<file path="src/hw/rtl/ipwp_pkg.sv">
package ipwp_pkg;

	localparam int unsigned WinLen = 11;
	localparam int unsigned HoldLen = WinLen - 1;

	localparam logic [7:0] SYNC_BYTE  = 8'h55;
	localparam logic [7:0] TYPE_ACCEL = 8'h51;
	localparam logic [7:0] TYPE_GYRO  = 8'h52;
	localparam logic [7:0] TYPE_ANGLE = 8'h53;

	localparam int unsigned OutDataW = 56;

	typedef struct packed {
		logic signed [15:0] value_z;
		logic signed [15:0] value_y;
		logic signed [15:0] value_x;
		logic [1:0]         packet_kind;
	} result_t;

endpackage

</file>
<file path="src/hw/rtl/ipwp_front.sv">
module ipwp_front
	import ipwp_pkg::*;
(
	input  logic       clk,
	input  logic       arst_n,
	input  logic       accept,
	input  logic [7:0] rx_byte,
	output logic       push,
	output result_t    push_data
);

	logic [7:0] window_q [HoldLen];
	logic [3:0] fill_q;
	logic [7:0] sum_q;
	logic       full;
	logic       type_ok;
	logic       good;
	logic [7:0] kind_code;

	assign full      = (fill_q == 4'(HoldLen));
	assign type_ok   = (window_q[1] == TYPE_ACCEL) || (window_q[1] == TYPE_GYRO)
		|| (window_q[1] == TYPE_ANGLE);
	assign good      = full && (window_q[0] == SYNC_BYTE) && type_ok && (sum_q == rx_byte);
	assign kind_code = window_q[1] - TYPE_ACCEL;

	assign push                  = accept && good;
	assign push_data.packet_kind = kind_code[1:0];
	assign push_data.value_x     = {window_q[3], window_q[2]};
	assign push_data.value_y     = {window_q[5], window_q[4]};
	assign push_data.value_z     = {window_q[7], window_q[6]};

	always_ff @(posedge clk or negedge arst_n) begin
		if (!arst_n) begin
			fill_q <= '0;
			sum_q  <= '0;
		end else if (accept) begin
			if (!full) begin
				fill_q <= fill_q + 4'd1;
				sum_q  <= sum_q + rx_byte;
			end else if (good) begin
				fill_q <= '0;
				sum_q  <= '0;
			end else begin
				sum_q <= sum_q - window_q[0] + rx_byte;
			end
		end
	end

	// append below the fill mark, or drop the oldest byte and shift in
	always_ff @(posedge clk) begin
		if (accept) begin
			if (!full) begin
				window_q[fill_q] <= rx_byte;
			end else if (!good) begin
				for (int i = 0; i < HoldLen - 1; i++) begin
					window_q[i] <= window_q[i + 1];
				end
				window_q[HoldLen - 1] <= rx_byte;
			end
		end
	end

endmodule

</file>
<file path="src/hw/rtl/ipwp_fifo.sv">
module ipwp_fifo
	import ipwp_pkg::*;
(
	input  logic    clk,
	input  logic    arst_n,
	input  logic    push,
	input  result_t push_data,
	output logic    space,
	input  logic    pop,
	output logic    avail,
	output result_t pop_data
);

	localparam int unsigned Depth = 2;

	result_t    mem_q [Depth];
	logic       wr_ptr_q;
	logic       rd_ptr_q;
	logic [1:0] count_q;

	assign space    = (count_q != 2'(Depth));
	assign avail    = (count_q != 2'd0);
	assign pop_data = mem_q[rd_ptr_q];

	always_ff @(posedge clk or negedge arst_n) begin
		if (!arst_n) begin
			wr_ptr_q <= 1'b0;
			rd_ptr_q <= 1'b0;
			count_q  <= '0;
		end else begin
			if (push) begin
				wr_ptr_q <= ~wr_ptr_q;
			end
			if (pop) begin
				rd_ptr_q <= ~rd_ptr_q;
			end
			case ({push, pop})
				2'b10:   count_q <= count_q + 2'd1;
				2'b01:   count_q <= count_q - 2'd1;
				default: count_q <= count_q;
			endcase
		end
	end

	always_ff @(posedge clk) begin
		if (push) begin
			mem_q[wr_ptr_q] <= push_data;
		end
	end

endmodule

</file>
<file path="src/hw/rtl/ipwp_back.sv">
module ipwp_back
	import ipwp_pkg::*;
(
	input  logic                clk,
	input  logic                arst_n,
	input  logic                avail,
	input  result_t             pop_data,
	output logic                pop,
	output logic                m_axis_tvalid,
	input  logic                m_axis_tready,
	output logic [OutDataW-1:0] m_axis_tdata
);

	logic    valid_q;
	result_t data_q;

	assign pop           = avail && (!valid_q || m_axis_tready);
	assign m_axis_tvalid = valid_q;
	assign m_axis_tdata  = {{(OutDataW - $bits(result_t)){1'b0}}, data_q};

	always_ff @(posedge clk or negedge arst_n) begin
		if (!arst_n) begin
			valid_q <= 1'b0;
		end else if (pop) begin
			valid_q <= 1'b1;
		end else if (m_axis_tready) begin
			valid_q <= 1'b0;
		end
	end

	always_ff @(posedge clk) begin
		if (pop) begin
			data_q <= pop_data;
		end
	end

endmodule

</file>
<file path="src/hw/rtl/imu_packet_window_parser_top.sv">
// A packet's result passes the queue and then the output register before m_axis_tvalid rises.
// Throughput: one byte per cycle unless the queue fills; a running sum checks each window.
// A two-entry result queue and an output register let the input run while m_axis stalls.
// Reset: arst_n clears the fill count, running sum, queue and output valid at once.
module imu_packet_window_parser_top
	import ipwp_pkg::*;
(
	input  logic                clk,
	input  logic                arst_n,
	input  logic                s_axis_tvalid,
	output logic                s_axis_tready,
	input  logic [7:0]          s_axis_tdata,  // [7:0] rx_byte
	output logic                m_axis_tvalid,
	input  logic                m_axis_tready,
	// [1:0] packet_kind, [17:2] value_x, [33:18] value_y, [49:34] value_z, [55:50] zero
	output logic [OutDataW-1:0] m_axis_tdata
);

	logic    accept;
	logic    push;
	result_t push_data;
	logic    space;
	logic    pop;
	logic    avail;
	result_t pop_data;

	assign s_axis_tready = space;
	assign accept        = s_axis_tvalid && space;

	ipwp_front u_front (
		.clk       (clk),
		.arst_n    (arst_n),
		.accept    (accept),
		.rx_byte   (s_axis_tdata),
		.push      (push),
		.push_data (push_data)
	);

	ipwp_fifo u_fifo (
		.clk       (clk),
		.arst_n    (arst_n),
		.push      (push),
		.push_data (push_data),
		.space     (space),
		.pop       (pop),
		.avail     (avail),
		.pop_data  (pop_data)
	);

	ipwp_back u_back (
		.clk           (clk),
		.arst_n        (arst_n),
		.avail         (avail),
		.pop_data      (pop_data),
		.pop           (pop),
		.m_axis_tvalid (m_axis_tvalid),
		.m_axis_tready (m_axis_tready),
		.m_axis_tdata  (m_axis_tdata)
	);

endmodule
</file>
<file path="config.mk">
export PLATFORM = sky130hd
export DESIGN_NAME = imu_packet_window_parser_top
export DESIGN_NICKNAME = d
export VERILOG_FILES = /design/src/hw/rtl/ipwp_pkg.sv /design/src/hw/rtl/ipwp_front.sv /design/src/hw/rtl/ipwp_fifo.sv /design/src/hw/rtl/ipwp_back.sv /design/src/hw/rtl/imu_packet_window_parser_top.sv
export SDC_FILE = /design/constraint.sdc
export NUM_CORES = 1
export LEC_CHECK = 0
export BUFFER_PORTS_ARGS = -buffer_cell sky130_fd_sc_hd__buf_2
export CELL_PAD_IN_SITES_DETAIL_PLACEMENT = 0
export CELL_PAD_IN_SITES_GLOBAL_PLACEMENT = 2
export CORE_MARGIN = 2
export CORE_UTILIZATION = 46
export CTS_BUF_LIST = sky130_fd_sc_hd__clkbuf_4 sky130_fd_sc_hd__clkbuf_8
export CTS_CLUSTER_DIAMETER = 40
export DETAILED_ROUTE_END_ITERATION = 10
export PLACE_DENSITY = 0.79
export SYNTH_ARGS = -nofsm -noshare
export SYNTH_HDL_FRONTEND = slang
export SYNTH_SLANG_ARGS = --single-unit
</file>
<file path="constraint.sdc">
create_clock -name clk -period 6.5 [get_ports clk]
set_clock_uncertainty 0.1 [all_clocks]
set_input_delay 0.65 -clock clk [delete_from_list [all_inputs] [get_ports clk]]
set_output_delay 0.65 -clock clk [all_outputs]
set_load 0.01 [all_outputs]
</file>
==> results of run 1 <==
[layout by cell type, fill, tap and decap left out, types with 4 or more instances in the layout]
cell / n
edfxtp_1: 230
a211oi_1: 4
ha_1: 19
xnor2_1: 6
nand3_1: 7
o21ai_0: 10
nor3_1: 9
clkbuf_8: 45
buf_4: 10
clkinv_1: 8
fa_1: 8
nand2_1: 16
clkinvlp_4: 4
nor2b_1: 9
clkbuf_4: 14
buf_2: 63
dfrtp_1: 16
xor2_1: 8
mux2_2: 51
inv_1: 41
a21o_1: 73
a21oi_1: 16
conb_1: 6
nor2_1: 16
nor2_8: 5
[worst max path at each step]
stage,start,end,slack (ps),cells after the start
global placement,s_axis_tdata[3],u_fifo.mem_q[1][46],2230,8
global route,u_front.sum_q[3],u_fifo.mem_q[1][34],2310,7
finish,u_front.sum_q[3],u_fifo.mem_q[1][34],2580,7
detailed placement,s_axis_tdata[3],u_fifo.mem_q[1][47],2140,8
CTS,u_front.sum_q[3],u_fifo.mem_q[1][41],2540,7
floorplan,s_axis_tdata[3],u_fifo.mem_q[0][0],1530,6
[worst register-to-register path: cells and delay by family, from the launching register on]
| family | cells | cell delay (ps) |
|---|---|---|
| fa+ha+maj | 1 | 360 |
| flops | 1 | 380 |
| buf+inv | 1 | 460 |
| simple gates | 5 | 2260 |
[final cells by class]
type	count	area (sq um)	area share
inverter	41	153.9	0.01304
tap	280	350.3	0.02968
sequential	247	7333	0.6212
clock inverter	19	152.6	0.01293
timing repair buffer	74	400.4	0.03392
multi-input combinational	320	2690	0.2279
clock buffer	59	724.4	0.06137
[flip-flops by register name, indices dropped and copies added, names as in the netlist]
| signal | count |
|---|---|
| u_back.m_axis_tdata | 50 |
| u_back.m_axis_tvalid | 1 |
| u_fifo.count_q | 2 |
| u_fifo.mem_q | 100 |
| u_fifo.rd_ptr_q | 1 |
| u_fifo.wr_ptr_q | 1 |
| u_front.fill_q | 4 |
| u_front.sum_q | 8 |
| u_front.window_q | 80 |
[cells by family (layout without fill, tap and decap cells)]
kind of cell    count (synthesis)  in the layout  share of synthesized area
xor+xnor                       14             14                    0.01192
flops                         247            247                     0.7127
simple gates                   88             88                    0.05498
buf+inv                        73            193                    0.03260
mux                            52             52                    0.05680
fa+ha+maj                      27             27                    0.03868
other cells                     1              6                  0.0003645
compound gates                133            133                    0.09195
[routing by layer]
| layer | global-route usage | share of wire | up-vias |
|---|---|---|---|
| met1 | 0.2292 | 0.43 | 2746 |
| met2 | 0.2808 | 0.48 | 185 |
| met3 | 0.03974 | 0.058 | 48 |
| met4 | 0.07514 | 0.035 | 0 |
| li1 | - | - | 2578 |
| met5 | 0 | 0 | - |
[report_power, final]
group	switching (mW)	total [mW]	internal (mW)
Clock	0.616	1.42	0.808
Combinational	0.768	1.33	0.565
Sequential	0.211	2.29	2.08
==> results.cfg, run 1 <==
[outcome]
outcome = complete, no violations

[drt]
viasPerCell = 5.343
initialDrtViolationCount = 373
drt_pass1_iterations = 4
drt_wl_total_mm = 20.58
wire_per_inst_um = 19.79
num_vias = 5557
ant_nets = 0
drc = 0

[global_routing]
antenna_found_initial = 0
grt_max_degree = 83
grtUsageTotal = 0.1743
grt_pass1_vias = 5641
grt_pass1_wl_mm = 31.66
grt.overflow.total = 0

[setup_path]
startpoint_type = register
worst-r2r-cell-count = 7
cp.required_ps = 6580
slowest_stage = nor2_4
cp_top_family = simple AND/OR/NAND/NOR gates
path_buf_inv = 1
cp.arrival_ps = 4000
reg2reg_to = u_fifo.mem_q[1][34]
reg2reg_from = u_front.sum_q[3]
path_max_fanout = 27
crit_type = reg2reg
end_kind = register
r2r_slack_ps = 2580
crit_chain = ha_1 > or4_4 > nor4_4 > and2_1 > nand3_1 > nor2_4 > buf_4
cp_slowest_stage_delay_ps = 660

[sta]
timing.final.crit_period_ps = 3920
finalHoldViolations = 0
rsz0062_at_grt = no
finalSetupTns_ps = 0
maxSlewHeadroom = 0.1240
report.final.setup_viol = 0
tightestPinTransition_ps = 1311
whs_ps = 230.0
min_period_over_period = 0.6031
fin_ws_ps = 2580
drv_slew = 0
max_freq_mhz = 255.1

[synthesis]
synth_top_area_share = 0.6714
yosysSeqAreaShare = 0.7127
netlist_area_sq_um = 10290
synth_area_per_cell_sq_um = 16.20
synth_cell_types = 56
async_flop_share = 0.06883
synthTopCellsByArea = edfxtp_1 (67%), mux2_2 (5.6%), a21o_1 (5.3%)
ys.warnings.count = 0
yosysMostFrequentCell = edfxtp_1
synth.largest_area_cell = edfxtp_1
synthCells = 635
ys_ff_latch = 247
ys.flop_type = edfxtp_1
synthTopCellsByCount = edfxtp_1 (230), a21o_1 (73), mux2_2 (51)
synth-edff-count = 230

[clock_network]
cts_made_buffers = 43
clk_path_buf_depth = 3
postCtsHoldBufs = 1
path_clk_slew_ps = 60
worstSkewPairLatency_ps = 530
ctsResizeCount = 0
cts-root-buf = clkbuf_8
cts_max_level = 2
cts_sinks = 247
postCtsSetupBuffers = 0
cts_tree = built

[pwr]
peakVddDrop_mv = 0.1957
p_per_area_nw_per_um2 = 427.4
leakage_nw = 4.575
p_total_mw = 5.045

[worst_hold_path]
whs_path_depth = 2
holdPathEnd = u_back.m_axis_tvalid
hold_path.class = in2reg
min_from = m_axis_tready

[layout]
finalNonFillerCells = 1040
n_fill_cell = 1785
drive_gt1_frac = 0.2750
fin_area_sq_um = 11810
final_nets = 766
syn_to_final_growth_pct = 14.75
diodes = 0
postLayoutCoreUtil = 0.5393

[die]
die_height_um = 153.5
coreArea_sq_um = 21890
die_area_sq_um = 23580
rows = 54
ios = 70
start_util = 0.4699
die_w_um = 153.5

[placed_design]
numPortBuffers = 63
place_ws_ps = 2137
dp.cells = 961
gp_congestion = 0.8742
dpl-instance-area_sq_um = 10920
hpwlAfterDp_mm = 13.19

[run]
drv_cap = 0
(Power assumes the default switching activity.)
==> inputs of run 2 (changes only) <==
ABC_AREA = 1   (was default)
CORE_UTILIZATION = 43   (was 46)
PLACE_DENSITY = 0.8   (was 0.79)
clock period = 4 ns   (was 6.5 ns; I/O delays follow)
==> results.cfg, run 2 <==
[layout]
final_nets = 995
diodes = 0
final_common_cell = nand2_1
drive_gt1_frac = 0.1736
largest-register = u_fifo.mem_q
largest_reg_flops = 100
syn_to_final_growth_pct = 16.57
final_cell_mix = nand2_1 (371), edfxtp_1 (230), buf_2 (63), inv_1 (57), clkbuf_8 (47)

[sta]
tightestPinTransition_ps = 925.9
rsz0062_at_grt = no
max_freq_mhz = 336.9
report.final.setup_viol = 0
maxSlewHeadroom = 0.3827
finalHoldViolations = 0
drv_slew = 0
fin_ws_ps = 1032
min_period_over_period = 0.7421
timing.final.crit_period_ps = 2968
whs_ps = 29.22

[drt]
initialDrtViolationCount = 391
viasPerCell = 4.591
drt_wl_total_mm = 20.44
wire_per_inst_um = 15.60
num_vias = 6014
drc = 0
ant_nets = 0
drt_pass1_iterations = 4

[synthesis]
synth_cell_types = 32
synth-edff-count = 230
ys.flop_type = edfxtp_1
async_flop_share = 0.06883
yosysSeqAreaShare = 0.7231
ys_ff_latch = 247
synthTopCellsByArea = edfxtp_1 (68%), nand2_1 (14%), dfrtp_1 (4.2%)
synth_area_per_cell_sq_um = 11.96
yosysMostFrequentCell = nand2_1
synthTopCellsByCount = nand2_1 (371), edfxtp_1 (230), inv_1 (57)
synth.largest_area_cell = edfxtp_1
ys.warnings.count = 0
synthCells = 848
synth_top_area_share = 0.6811
netlist_area_sq_um = 10140

[clock_network]
cts_made_buffers = 45
cts-root-buf = clkbuf_8
cts_max_level = 2
cts_tree = built
worstSkewPairLatency_ps = 550
postCtsSetupBuffers = 0
path_clk_slew_ps = 50
cts_sinks = 247
clk_path_buf_depth = 3

[die]
die_area_sq_um = 24830
coreArea_sq_um = 23330
die_w_um = 157.6
ios = 70
start_util = 0.4346
die_height_um = 157.6
rows = 56

[setup_path]
cp_slowest_stage_delay_ps = 550
end_kind = register
r2r_slack_ps = 1190
startpoint_type = input pin
crit_chain = dlygate4sd3_1 > buf_2 > ha_1 > nor2_1 > nand2_1 > nor2_1 > nand3_1 > nor2_2 > nand2_1 > nor2_4 > buf_4
cp.arrival_ps = 3030
slowest_stage = buf_4
crit_type = in2reg
path_max_fanout = 50
cp.required_ps = 4060

[placed_design]
hpwlAfterDp_mm = 12.87
place_ws_ps = 1009
numPortBuffers = 63
gp_congestion = 0.8235

[global_routing]
grt_pass1_wl_mm = 32.56
antenna_found_initial = 0
grt.overflow.total = 0
grtUsageTotal = 0.1732
grt_max_degree = 71
grt_pass1_vias = 5988

[pwr]
peakVddDrop_mv = 0.4961
p_per_area_nw_per_um2 = 686.5
leakage_nw = 4.872

[outcome]
outcome = complete, no violations

[run]
drv_cap = 0

[worst_hold_path]
hold_path.class = in2reg
## run 2: cell count changes after synthesis, moves of 8 or more
cell,change
a21o_1,-73
nand2_1,+355
nand3_1,+9
mux2_2,-51
nor3_1,-8
inv_1,+16
nor2b_1,-9
o21ai_0,+8
## run 2: area by class of cell
type	instances	area, sq um
Sequential cell	247	7332
Tap cell	319	399.1
Timing Repair Buffer	83	490.5
Fill cell	2094	11510
Clock buffer	60	744.5
Clock inverter	22	143.9
Inverter	60	225.2
Multi-Input combinational cell	519	2485
## run 2: worst paths after layout
path,from,endpoint,cells after the start
min in group asynchronous,arst_n,u_fifo.count_q[1],2
min reg2reg,u_front.window_q[6][6],u_fifo.mem_q[0][40],0
max,s_axis_tdata[3],u_fifo.mem_q[0][0],11
max reg2reg,u_front.sum_q[5],u_fifo.mem_q[0][0],9
max in group asynchronous,arst_n,u_front.sum_q[4],2
min,s_axis_tdata[6],u_front.window_q[9][6],1
## run 2: report_power, final
group,total [mW],leakage [nW],switching (mW),internal (mW)
logic,2.21,2.08,1.44,0.763
registers,3.60,2.32,0.181,3.41
clock network,2.31,0.475,1.02,1.29
## run 2: logic make-up (layout without fill, tap and decap cells)
family / count (synthesis) / after routing / share of synthesized area
other: 1 / 6 / 0.0003698
AOI/OAI and AO/OA: 41 / 41 / 0.02135
and+or+nand+nor: 433 / 433 / 0.1693
buffers and inverters: 87 / 225 / 0.03628
adders and majority gates: 27 / 27 / 0.03924
xor gates and xnor gates: 12 / 12 / 0.01037
DFF: 247 / 247 / 0.7231
## run 2: through the flow
step | power (mW) | std cells | area [sq um] | TNS, ps | util
after floorplan | 5.142 | 853 | 10160 | -6382 | -
after global placement | 5.888 | 1223 | 10880 | 0 | 0.4664
after detailed placement | 5.909 | 1223 | 10880 | 0 | 0.4664
after CTS | 8.252 | 1310 | 11820 | 0 | 0.5066
after global routing | 8.716 | 1310 | 11820 | 0 | 0.5066
final | 8.115 | 1310 | 11820 | 0 | 0.5066
## run 2: per-layer routing
| metal | vias up | global-route usage | wire length [um] |
|---|---|---|---|
| met2 | 125 | 0.2697 | 9518 |
| met5 | - | 0 | 0 |
| met1 | 2827 | 0.2462 | 9793 |
| met3 | 33 | 0.03249 | 760 |
| li1 | 3029 | - | - |
| met4 | 0 | 0.05758 | 369 |
## run 2: repair_timing
item	in CTS	in global routing
gates resized for setup	0	0
hold buffers	5	0
endpoints found under the hold margin	21	0
## run 2: critical path, delay by kind of cell
kind	cells	cell delay, ps
simple gates	7	920
fa+ha+maj	1	370
buf+inv	3	1250
==> inputs of run 3 (changes only) <==
ABC_AREA = 0   (was 1)
CORE_UTILIZATION = 42   (was 43)
PLACE_DENSITY = 0.76   (was 0.8)
clock period = 2.6 ns   (was 4 ns; I/O delays follow)
==> results.cfg, run 3 (same netlist as run 1, synthesis figures left out) <==
[outcome]
outcome = finished, violations left
violations = setup timing

[setup_path]
cp.arrival_ps = 2910
path_max_fanout = 5
crit_type = reg2reg
cp.required_ps = 2790
startpoint_type = register
cp_slowest_stage_delay_ps = 550
slowest_stage = or4_4
end_kind = register
crit_chain = ha_1 > or4_4 > nor4_4 > buf_6 > a211oi_4 > buf_12 > buf_6 > clkbuf_16 > a21o_1
cpMostUsedCell = buf_6

[global_routing]
grtUsageMet1 = 0.2185
grtUsageTotal = 0.1649
antenna_found_initial = 0
grt_max_degree = 52
grt.overflow.total = 0
grt_pass1_vias = 6037
met3_usage = 0.03228
grt_busiest_layer = met2
grt_pass1_wl_mm = 33.06
grt_util_met2 = 0.2759

[layout]
largest_reg_flops = 100
fin_area_sq_um = 13220
diodes = 0
final_common_cell = edfxtp_1
largest-register = u_fifo.mem_q
syn_to_final_growth_pct = 28.47
postLayoutCoreUtil = 0.5467
final_cell_mix = edfxtp_1 (230), a21o_1 (73), buf_2 (64), buf_4 (60), mux2_2 (51)
register_area_sq_um = 7333
final_nets = 866
drive_gt1_frac = 0.3852
n_fill_cell = 1877
finalNonFillerCells = 1178
multi_input_area_sq_um = 2939

[sta]
report.final.setup_viol = 162
maxSlewHeadroom = 0.5669
max_freq_mhz = 367.4
drv_slew = 0
finalHoldViolations = 0
finalSetupTns_ps = -11180
min_period_over_period = 1.047
rsz0062_at_grt = yes
timing.final.crit_period_ps = 2722
tightestPinTransition_ps = 649.7
fin_ws_ps = -122.1
whs_ps = 110.7

[die]
rows = 57
die_height_um = 160.5
ios = 70
coreArea_sq_um = 24180
start_util = 0.4255
die_w_um = 160.5
die_area_sq_um = 25760

[clock_network]
cts-root-buf = clkbuf_8
cts_sinks = 247
cts_made_buffers = 42
cts_max_level = 2
clk_path_buf_depth = 3
path_clk_slew_ps = 60
cts_tree = built
worstSkewPairLatency_ps = 540

[placed_design]
dpl-instance-area_sq_um = 11540
hpwlAfterDp_mm = 13.84
place_ws_ps = -247.6
numPortBuffers = 63
gp_congestion = 0.8723
dp.cells = 1062

[pwr]
leakage_nw = 5.168
p_per_area_nw_per_um2 = 1021
p_total_mw = 13.50
peakVddDrop_mv = 0.5570

[drt]
initialDrtViolationCount = 438
drt_wl_total_mm = 22.69
drt_pass1_iterations = 4
wire_per_inst_um = 19.26
num_vias = 5946
ant_nets = 0
viasPerCell = 5.048
drc = 0

[worst_hold_path]
hold_path.class = in2async

[run]
drv_cap = 0
run 3: cell types whose count changed in the layout (fill, tap and decap cells not counted), moves of 8 or more:
| cell | delta |
|---|---|
| clkbuf_16 | +9 |
| nand2_1 | -356 |
| nor2b_1 | +8 |
| nand3_1 | -10 |
| mux2_2 | +51 |
| a21o_1 | +73 |
| buf_4 | +46 |
| o21ai_0 | -10 |
| buf_6 | +15 |
| inv_1 | -18 |
| buf_12 | +13 |
run 3: power breakdown:
| part | internal (mW) | switching (mW) |
|---|---|---|
| clock | 1.83 | 1.51 |
| sequential | 5.19 | 0.341 |
| combinational | 2.19 | 2.44 |
| total | 9.21 | 4.29 |
run 3: path summary, 6_finish.rpt:
path,from,end,slack (ps),cells past startpoint
hold reg to reg,u_front.window_q[5][5],u_fifo.mem_q[1][31],380,0
setup reg to reg,u_front.sum_q[0],u_front.window_q[0][7],-120,9
max in group asynchronous,arst_n,u_fifo.rd_ptr_q,1930,2
min in group clk,s_axis_tvalid,u_front.fill_q[1],160,5
hold / removal,arst_n,u_front.fill_q[1],110,2
setup / recovery,u_front.sum_q[0],u_front.window_q[0][7],-120,9
run 3: critical path: cells and delay by family (launching register included):
kind | cells | cell delay, ps
buffers and inverters | 4 | 630
and+or+nand+nor | 2 | 770
adders and majority gates | 1 | 310
AOI/OAI and AO/OA | 2 | 270
DFF | 1 | 390
run 3: layout make-up:
type / count / area share
Clock buffer: 56 / 0.05169
Multi-Input combinational cell: 321 / 0.2224
Tap cell: 324 / 0.03067
Inverter: 41 / 0.01164
Sequential cell: 247 / 0.5549
Clock inverter: 15 / 0.009562
Timing Repair Buffer: 174 / 0.1192
run 3: metal layers:
layer | wire length (um) | up-vias
met3 | 958 | 37
met1 | 10060 | 2987
met2 | 11210 | 136
li1 | - | 2786
met4 | 458 | 0
met5 | 0 | -
run 3: what timing repair did:
action | in CTS | in global routing
endpoints found under the hold margin | 26 | 0
cloned | 1 | 19
endpoints found under the setup margin | 239 | 244
hold buffers | 10 | 0
pin swaps | 9 | 30
buffers inserted | 4 | 15
resized for setup | 23 | 39
